**config.mk**
```make
export PLATFORM = sky130hd
export DESIGN_NAME = yrp_lane
export DESIGN_NICKNAME = d
export VERILOG_FILES = /design/src/rtl/yrp_pkg.sv /design/src/rtl/yrp_field_scale.sv /design/src/rtl/yrp_lane.sv
export SDC_FILE = /design/constraint.sdc
export NUM_CORES = 2
export LEC_CHECK = 0
export CAP_MARGIN = 20
export CORE_MARGIN = 2
export CORE_UTILIZATION = 50
export CTS_CLUSTER_SIZE = 16
export DETAILED_ROUTE_END_ITERATION = 16
export DONT_BUFFER_PORTS = 1
export SLEW_MARGIN = 10
export SYNTH_ARGS = -nofsm -noshare
export SYNTH_HDL_FRONTEND = slang
export SYNTH_SLANG_ARGS = --single-unit
```
**constraint.sdc**
```tcl
create_clock -name clk -period 10.5 [get_ports clk]
set_input_delay 1.05 -clock clk [delete_from_list [all_inputs] [get_ports clk]]
set_output_delay 1.05 -clock clk [all_outputs]
set_load 0.01 [all_outputs]
```
**src/rtl/yrp_pkg.sv**
```systemverilog
`default_nettype none

package yrp_pkg;

	// Cycles from an accepted beat to its result strobe.
	localparam int unsigned PIPE_LATENCY = 6;

	// Configuration register indexes.
	typedef enum logic [1:0] {
		REG_RED_MASK   = 2'd0,
		REG_GREEN_MASK = 2'd1,
		REG_BLUE_MASK  = 2'd2,
		REG_WIDE_MODE  = 2'd3
	} reg_index_t;

	// Selects which chroma term a table holds.
	typedef enum logic [1:0] {
		TERM_VR,
		TERM_UG,
		TERM_VG,
		TERM_UB
	} chroma_term_t;

	// Per-stage valid bits handed from the top level to the lanes.
	typedef struct packed {
		logic acc;
		logic s1;
		logic s2;
		logic s3;
		logic s4;
	} stage_vld_t;

	typedef logic [7:0]        luma_lut_t   [256];
	typedef logic signed [8:0] chroma_lut_t [256];

	// Luma clipped to 16..235 and stretched to 0..255, rounded half up.
	function automatic luma_lut_t build_luma_lut();
		luma_lut_t lut;
		longint    yc;
		longint    v;
		for (int i = 0; i < 256; i++) begin
			if (i < 16) begin
				yc = 16;
			end else if (i > 235) begin
				yc = 235;
			end else begin
				yc = longint'(i);
			end
			v = (510 * (yc - 16) + 219) / 438;
			lut[i] = v[7:0];
		end
		return lut;
	endfunction

	// Chroma clipped to 16..240, centered, and weighted; the division
	// truncates toward zero after adding one half.
	function automatic chroma_lut_t build_chroma_lut(input chroma_term_t sel);
		chroma_lut_t lut;
		longint      d;
		longint      v;
		for (int i = 0; i < 256; i++) begin
			if (i < 16) begin
				d = 16;
			end else if (i > 240) begin
				d = 240;
			end else begin
				d = longint'(i);
			end
			d = d - 128;
			unique case (sel)
				TERM_VR: v = (357510 * d + 112000) / 224000;
				TERM_UG: v = (-51512040 * d + 65744000) / 131488000;
				TERM_VG: v = (-106895490 * d + 65744000) / 131488000;
				TERM_UB: v = (451860 * d + 112000) / 224000;
			endcase
			lut[i] = v[8:0];
		end
		return lut;
	endfunction

	localparam luma_lut_t   Y_LUT  = build_luma_lut();
	localparam chroma_lut_t VR_LUT = build_chroma_lut(TERM_VR);
	localparam chroma_lut_t UG_LUT = build_chroma_lut(TERM_UG);
	localparam chroma_lut_t VG_LUT = build_chroma_lut(TERM_VG);
	localparam chroma_lut_t UB_LUT = build_chroma_lut(TERM_UB);

endpackage

`default_nettype wire

```
**src/rtl/yrp_field_scale.sv**
```systemverilog
`default_nettype none

module yrp_field_scale (
	input  wire logic               clk,
	input  wire yrp_pkg::stage_vld_t vld,
	input  wire logic [7:0]         chan,
	input  wire logic [31:0]        mask,
	output logic [31:0]             field
);
	import yrp_pkg::*;

	logic [39:0] prod_s3;
	logic [39:0] x_s4;
	logic [31:0] q_s4;
	logic [31:0] field_s5;
	logic [39:0] series_sum;
	logic [39:0] mult255;
	logic [39:0] rem;
	logic        round_up;

	// Channel times mask; the product stays below 2^40.
	always_ff @(posedge clk) begin
		if (vld.s2) begin
			prod_s3 <= {32'd0, chan} * {8'd0, mask};
		end
	end

	// Quotient estimate for x/255 from the series 1/256 + 1/256^2 + ...
	// It is exact or one short.
	assign series_sum = prod_s3 + (prod_s3 >> 8) + (prod_s3 >> 16)
	                  + (prod_s3 >> 24) + (prod_s3 >> 32);

	always_ff @(posedge clk) begin
		if (vld.s3) begin
			x_s4 <= prod_s3;
			q_s4 <= series_sum[39:8];
		end
	end

	// Correct the estimate by one when the remainder reaches 255.
	assign mult255  = {q_s4, 8'd0} - {8'd0, q_s4};
	assign rem      = x_s4 - mult255;
	assign round_up = (rem >= 40'd255);

	always_ff @(posedge clk) begin
		if (vld.s4) begin
			field_s5 <= (q_s4 + 32'(round_up)) & mask;
		end
	end

	assign field = field_s5;

`ifndef ASSERT_OFF
	// The series estimate is never more than one below the true quotient.
	a_rem_bound: assert property (@(posedge clk) vld.s4 |-> rem < 40'd510)
		else $error("field scale remainder out of range");
`endif

endmodule

`default_nettype wire

```
**src/rtl/yrp_lane.sv**
```systemverilog
`default_nettype none

module yrp_lane (
	input  wire logic                clk,
	input  wire yrp_pkg::stage_vld_t vld,
	input  wire logic [7:0]          luma,
	input  wire logic signed [8:0]   vr_s1,
	input  wire logic signed [8:0]   ug_s1,
	input  wire logic signed [8:0]   vg_s1,
	input  wire logic signed [8:0]   ub_s1,
	input  wire logic [31:0]         mask_red,
	input  wire logic [31:0]         mask_green,
	input  wire logic [31:0]         mask_blue,
	output logic [31:0]              word
);
	import yrp_pkg::*;

	logic [7:0]         yt_s1;
	logic signed [10:0] y_ext;
	logic signed [10:0] r_sum;
	logic signed [10:0] g_sum;
	logic signed [10:0] b_sum;
	logic [7:0]         r_s2;
	logic [7:0]         g_s2;
	logic [7:0]         b_s2;
	logic [31:0]        r_field;
	logic [31:0]        g_field;
	logic [31:0]        b_field;

	function automatic logic [7:0] clamp_u8(input logic signed [10:0] v);
		logic [7:0] res;
		if (v < 11'sd0) begin
			res = 8'd0;
		end else if (v > 11'sd255) begin
			res = 8'hFF;
		end else begin
			res = v[7:0];
		end
		return res;
	endfunction

	// Luma term lookup.
	always_ff @(posedge clk) begin
		if (vld.acc) begin
			yt_s1 <= Y_LUT[luma];
		end
	end

	// Channel sums, clamped to 0..255.
	assign y_ext = signed'({3'b000, yt_s1});
	assign r_sum = y_ext + 11'(vr_s1);
	assign g_sum = y_ext + 11'(ug_s1) + 11'(vg_s1);
	assign b_sum = y_ext + 11'(ub_s1);

	always_ff @(posedge clk) begin
		if (vld.s1) begin
			r_s2 <= clamp_u8(r_sum);
			g_s2 <= clamp_u8(g_sum);
			b_s2 <= clamp_u8(b_sum);
		end
	end

	// One scaler per channel.
	yrp_field_scale u_red (
		.clk   (clk),
		.vld   (vld),
		.chan  (r_s2),
		.mask  (mask_red),
		.field (r_field)
	);

	yrp_field_scale u_green (
		.clk   (clk),
		.vld   (vld),
		.chan  (g_s2),
		.mask  (mask_green),
		.field (g_field)
	);

	yrp_field_scale u_blue (
		.clk   (clk),
		.vld   (vld),
		.chan  (b_s2),
		.mask  (mask_blue),
		.field (b_field)
	);

	// Fields are ORed without priority.
	assign word = r_field | g_field | b_field;

endmodule

`default_nettype wire

```
== After elaboration in Yosys (flattened, before gate mapping) ==
Memories as Yosys holds them, arrays and structs flattened. A register that Yosys moved wholly into a read port is not among the register bits.
Cells that the tools add are included.

* Memory bits (read-only): 2048
* Logic and storage cells: 62
* Input port bits: 146
* Bits in registers: 456
* Memories: 1

{| class="wikitable"
|+ Memories
! name !! words !! bits a word !! read ports !! clocked after memory_dff !! wr ports !! line !! RTL
|-
| (name not given) || 256 || 8 || 1 || 1 || 0 || yrp_lane.sv:45 || <nowiki>yt_s1 <= Y_LUT[luma];</nowiki>
|}

* $add $sub $neg: 25
* Multipliers: 3
* Bitwise gates (word level): 6
* Magnitude comparators: 9
* Multiplexer cells: 3

{| class="wikitable"
|+ Operator list
! cell !! number
|-
| adder 40 x 16 -> 40 bit || 3
|-
| adder 40 x 24 -> 40 bit || 3
|-
| adder 40 x 32 -> 40 bit || 3
|-
| adder 40 x 8 -> 40 bit || 3
|-
| greater-or-equal comparator 40 x 8 -> 1 bit (second input constant) || 3
|-
| multiplier 8 x 32 -> 40 bit || 3
|-
| subtractor 40 x 32 -> 40 bit || 3
|-
| subtractor 40 bit || 3
|-
| adder 32 x 1 -> 32 bit || 3
|-
| bitwise AND 32 bit || 3
|-
| bitwise OR 32 bit || 2
|-
| adder 9 x 9 -> 10 bit || 3
|-
| 2-to-1 mux 8 bit || 3
|-
| > comparator 10 x 9 -> 1 bit (second input constant) || 2
|-
| less-than comparator 10 x 1 -> 1 bit (second input constant) || 2
|-
| adder 10 x 9 -> 11 bit || 1
|-
| > comparator 11 x 9 -> 1 bit (second input constant) || 1
|-
| less-than comparator 11 x 1 -> 1 bit (second input constant) || 1
|-
| inverter 8 -> 9 bit || 1
|}

== Depth between registers and ports, before layout ==
* Word-level depth: 5
* Gate-level depth with buffers: 27

== Modules after synthesis ==
From an unflattened synthesis, not the netlist that was laid out.

* Cells, all modules: 6321
* Area, all modules: 61491.5 um^2

{| class="wikitable"
|+ Modules (own cells, without submodules)
! module !! times used !! area each (um^2) !! cells an instance
|-
| yrp_field_scale (u_red) || 1 || 19183.4 || 1941
|-
| yrp_field_scale (u_blue) || 1 || 19005.7 || 1915
|-
| yrp_field_scale (u_green) || 1 || 19002.0 || 1940
|-
| yrp_lane || 1 || 4300.4 || 525
|}

== Worst setup path before layout ==
No wires, ideal clock.

* Kind: in2reg
* From: in mask_green[17]
* To: reg u_green.prod_s3[39], data pin
* Setup slack: 4283 ps
* Stages: 20
* Data arrival time: 5952 ps
* Cell sequence: clkbuf_1 and2_1 fa_1 inv_1 fa_1 fa_1 fa_1 inv_1 ha_1 nand3_1 or3_1 o221ai_1 a21oi_1 nand2_1 a41oi_1 a2111oi_0 nor2_1 a21oi_1 and4_1 nor3_1

* Longest elaborated chain between the ends: 1

{| class="wikitable"
|+ RTL lines
! item !! line !! RTL
|-
| start: declaration || yrp_lane.sv:12 || <nowiki>input wire logic [31:0] mask_green,</nowiki>
|-
| multiplier 8 x 32 -> 40 bit || yrp_field_scale.sv:24 || <nowiki>prod_s3 <= {32'd0, chan} * {8'd0, mask};</nowiki>
|-
| end signal: assignment || yrp_field_scale.sv:24 ||
|-
| end: declaration || yrp_field_scale.sv:12 || <nowiki>logic [39:0] prod_s3;</nowiki>
|}

No other way between the ends.
A chain may end at the register's enable or synchronous reset.

== Worst setup path after layout ==
* From: reg u_green.q_s4[10]
* To: reg u_green.field_s5[31] (netlist: u_green.field[31]), data pin

* Longest elaborated chain between the ends: 5

{| class="wikitable"
|+ RTL lines
! item !! line !! RTL
|-
| start: declaration || yrp_field_scale.sv:14 || <nowiki>logic [31:0] q_s4;</nowiki>
|-
| start signal: assignment || yrp_field_scale.sv:36 || <nowiki>q_s4 <= series_sum[39:8];</nowiki>
|-
| subtractor 40 x 32 -> 40 bit || yrp_field_scale.sv:41 || <nowiki>assign mult255 = {q_s4, 8'd0} - {8'd0, q_s4};</nowiki>
|-
| subtractor 40 bit || yrp_field_scale.sv:42 || <nowiki>assign rem = x_s4 - mult255;</nowiki>
|-
| greater-or-equal comparator 40 x 8 -> 1 bit || yrp_field_scale.sv:43 || <nowiki>assign round_up = (rem >= 40'd255);</nowiki>
|-
| adder 32 x 1 -> 32 bit * || yrp_field_scale.sv:47 || <nowiki>field_s5 <= (q_s4 + 32'(round_up)) & mask;</nowiki>
|-
| bitwise AND 32 bit * || yrp_field_scale.sv:47 ||
|-
| end signal: assignment || yrp_field_scale.sv:47 ||
|-
| end: declaration || yrp_field_scale.sv:15 || <nowiki>logic [31:0] field_s5;</nowiki>
|}

Mark *: on every way between the ends. The rest lies on a longest branch, timed or not.

==> reports/qor.yml <==
setup_path:
  startpoint_type: "flip-flop"
  crit_required_ns: 10.92
  crit_arrival_ns: 7.42
  crit_type: "flip-flop to flip-flop"
  critPathMaxFanout: 9
  cp-end-kind: "flip-flop"
logic_synthesis:
  synth_compound_area_share_pct: 10.7
  synth.top_cell.area_share_pct: 25.4
  synth_common_cells: "inv_1 (925), fa_1 (761), ha_1 (640)"
  synth-seq-cells: 464
  synthSimpleGateAreaFrac_pct: 14.9
  synth.most_common_cell: "inv_1"
  synth_area_leader_cell: "fa_1"
  yosys_most_used_dff: "edfxtp_1"
  yosysSeqAreaShare_pct: 23.2
  synth_area_leaders: "fa_1 (25%), edfxtp_1 (23%), ha_1 (13%)"
  avgSynthCellArea_um2: 9.80
  ys_async_sr_fraction_pct: 0
  synth_fa_ha_area_share_pct: 38.8
  synth_edf_count: 464
  syn_area_mm2: 0.0600
  mappedNetlistNets: 7670
  muxShareOfSynthArea_pct: 0.359
  yosys_warnings: 0
  syn_inst: 6123
  synth_xor_area_share_pct: 4.92
  synth_top_family_by_area: "adder cells"
  synth.distinct_cells: 93
clocking:
  cts_buffers: 55
  post-cts-setup-buffer-count: 0
  clk_latency_ns: 0.67
  cts.hold.buffers_added: 0
  path_clk_slew_ns: 0.07
  cts_resized: 0
  cts_root_buf: "clkbuf_16"
  clockBufferDepth: 3
  cts_tree: "yes"
  h-tree-depth: 2
  clock-sinks: 464
timing:
  final-setup-viol-count: 0
  fmax_mhz: 143
  worst_clock_skew_ns: 0.0494
  slew_violations: 0
  fin_crit_ns: 7.00
  period_share_pct: 66.6
  final_hold_viol_count: 0
  tightestPinTransition_ns: 0.988
  slew_headroom_pct: 33.6
  tns_ns: 0
  rsz0062_at_grt: "no"
grt:
  grt_pass1_vias: 43442
  overflow: 0
  grt_pass1_wl_um: 259000
  antenna_found_initial: 12
  grt_usage_pct: 27.7
  grt_max_degree: 217
route:
  routed_wl_um: 167000
  vias: 43132
  post_drt_wl_per_cell_um: 21.8
  route.detailed.drc: 0
  drtAntennaViolNets: 0
  first_pass_iters: 6
  dr.first_iter.drc_count: 3455
  via_per_inst: 5.62
floorplanning:
  dieHeight_um: 350
  die_area_mm2: 0.123
  start_util_pct: 50.2
  pin_count: 178
  core_area_mm2: 0.119
  die_w_um: 350
  num_rows: 127
run:
  drv_cap: 0
final_layout:
  syn2layout_area_growth_pct: 5.96
  nNetsFinal: 7552
  drive_gt1_share_pct: 2.56
  fin_area_mm2: 0.0636
placement:
  portBuffers: 0
  place_congestion: 0.949
  detailed_place_hpwl_um: 136000
  placed_area_mm2: 0.0614
hold_path:
  hold_path_class: "input port to flip-flop"
outcome:
  outcome: "finished clean"
-- layout by cell type (no fill, tap or decap), types with 17 or more instances in the layout --
cell,instances
a211oi_1,27
a21o_1,128
a21oi_1,307
a31oi_1,29
and2_1,446
and3_1,31
buf_4,22
clkbuf_16,56
edfxtp_1,464
fa_1,761
ha_1,640
inv_1,925
mux2i_1,17
nand2_1,631
nand2b_1,40
nand3_1,94
nand4_1,65
nor2_1,216
nor2b_1,52
nor3_1,85
nor4_1,18
o211ai_1,31
o21a_1,62
o21ai_0,150
o21ai_1,19
o21bai_1,49
o22ai_1,17
or3_1,53
xnor2_1,266
xor2_1,71
-- logic make-up after synthesis --
group / Yosys count
compound gates: 984
xor+xnor: 337
fa+ha+maj: 1401
buf+inv: 1128
flops: 464
mux: 20
simple gates: 1789
-- stage by stage --
stage	hold WS [ns]	utilization [%]	cells	setup slack, ns
final	0.479	53.2	7674	3.50
after global routing	0.453	53.2	7665	3.05
after global placement	0.495	51.4	7555	3.68
after floorplan	0.471	-	6123	4.28
after detailed placement	0.491	51.4	7555	3.53
after CTS	0.441	53.1	7659	3.51
-- worst max-delay path, cell delays in order (launching register included) --
cell	delay [ns]
edfxtp_1	0.53
inv_1	0.14
fa_1	0.52
inv_1	0.04
ha_1	0.43
inv_1	0.07
a22o_1	0.24
a221oi_1	0.30
nand4_1	0.13
a2111oi_0	0.68
o2111a_1	0.30
nand3_1	0.07
or4_1	0.42
nor4_1	0.35
nand3_1	0.11
or4_1	0.63
ha_1	0.31
and3_1	0.21
and2_1	0.20
nor2b_1	0.17
nor2b_1	0.20
and2_1	0.21
nor3b_1	0.18
nand3_1	0.11
xnor2_1	0.06
and2_1	0.15
-- final timing paths --
check / startpoint / to / slack [ns] / cells past startpoint
max: u_green.q_s4[10] / u_green.field[31] / 3.50 / 25
max reg2reg: u_green.q_s4[10] / u_green.field[31] / 3.50 / 25
min reg2reg: u_green.prod_s3[0] / u_green.x_s4[0] / 0.51 / 0
min: vld[4] / yt_s1[1] / 0.48 / 0
-- flip-flops by register name, summed over array words and instances, names as in the netlist --
signal	flops
r_s2	8
u_red.field	32
u_green.x_s4	40
u_red.x_s4	40
yt_s1	8
u_green.prod_s3	40
u_red.prod_s3	40
g_s2	8
b_s2	8
u_blue.prod_s3	40
u_blue.field	32
u_blue.q_s4	32
u_green.field	32
u_red.q_s4	32
u_green.q_s4	32
u_blue.x_s4	40
-- cell type report --
cell class | instances | area (um^2)
repair buffers | 27 | 288
multi-input cells | 4531 | 41800
clock inverters | 44 | 619
clock buffers | 60 | 1400
well taps | 1612 | 2020
diodes | 10 | 25.0
flip-flops and latches | 464 | 13900
inverters | 926 | 3480
fillers | 10894 | 55900
-- routing by layer --
layer	up-vias	routed length (um)	GRT usage, %
li1	20159	-	-
met1	21524	75200	39.3
met2	1219	74600	43.1
met3	226	12000	5.71
met4	4	5230	8.01
met5	-	27	0
Power is not shown: default switching activity piles up to over one toggle a cycle in this logic, so the estimate is an artifact.
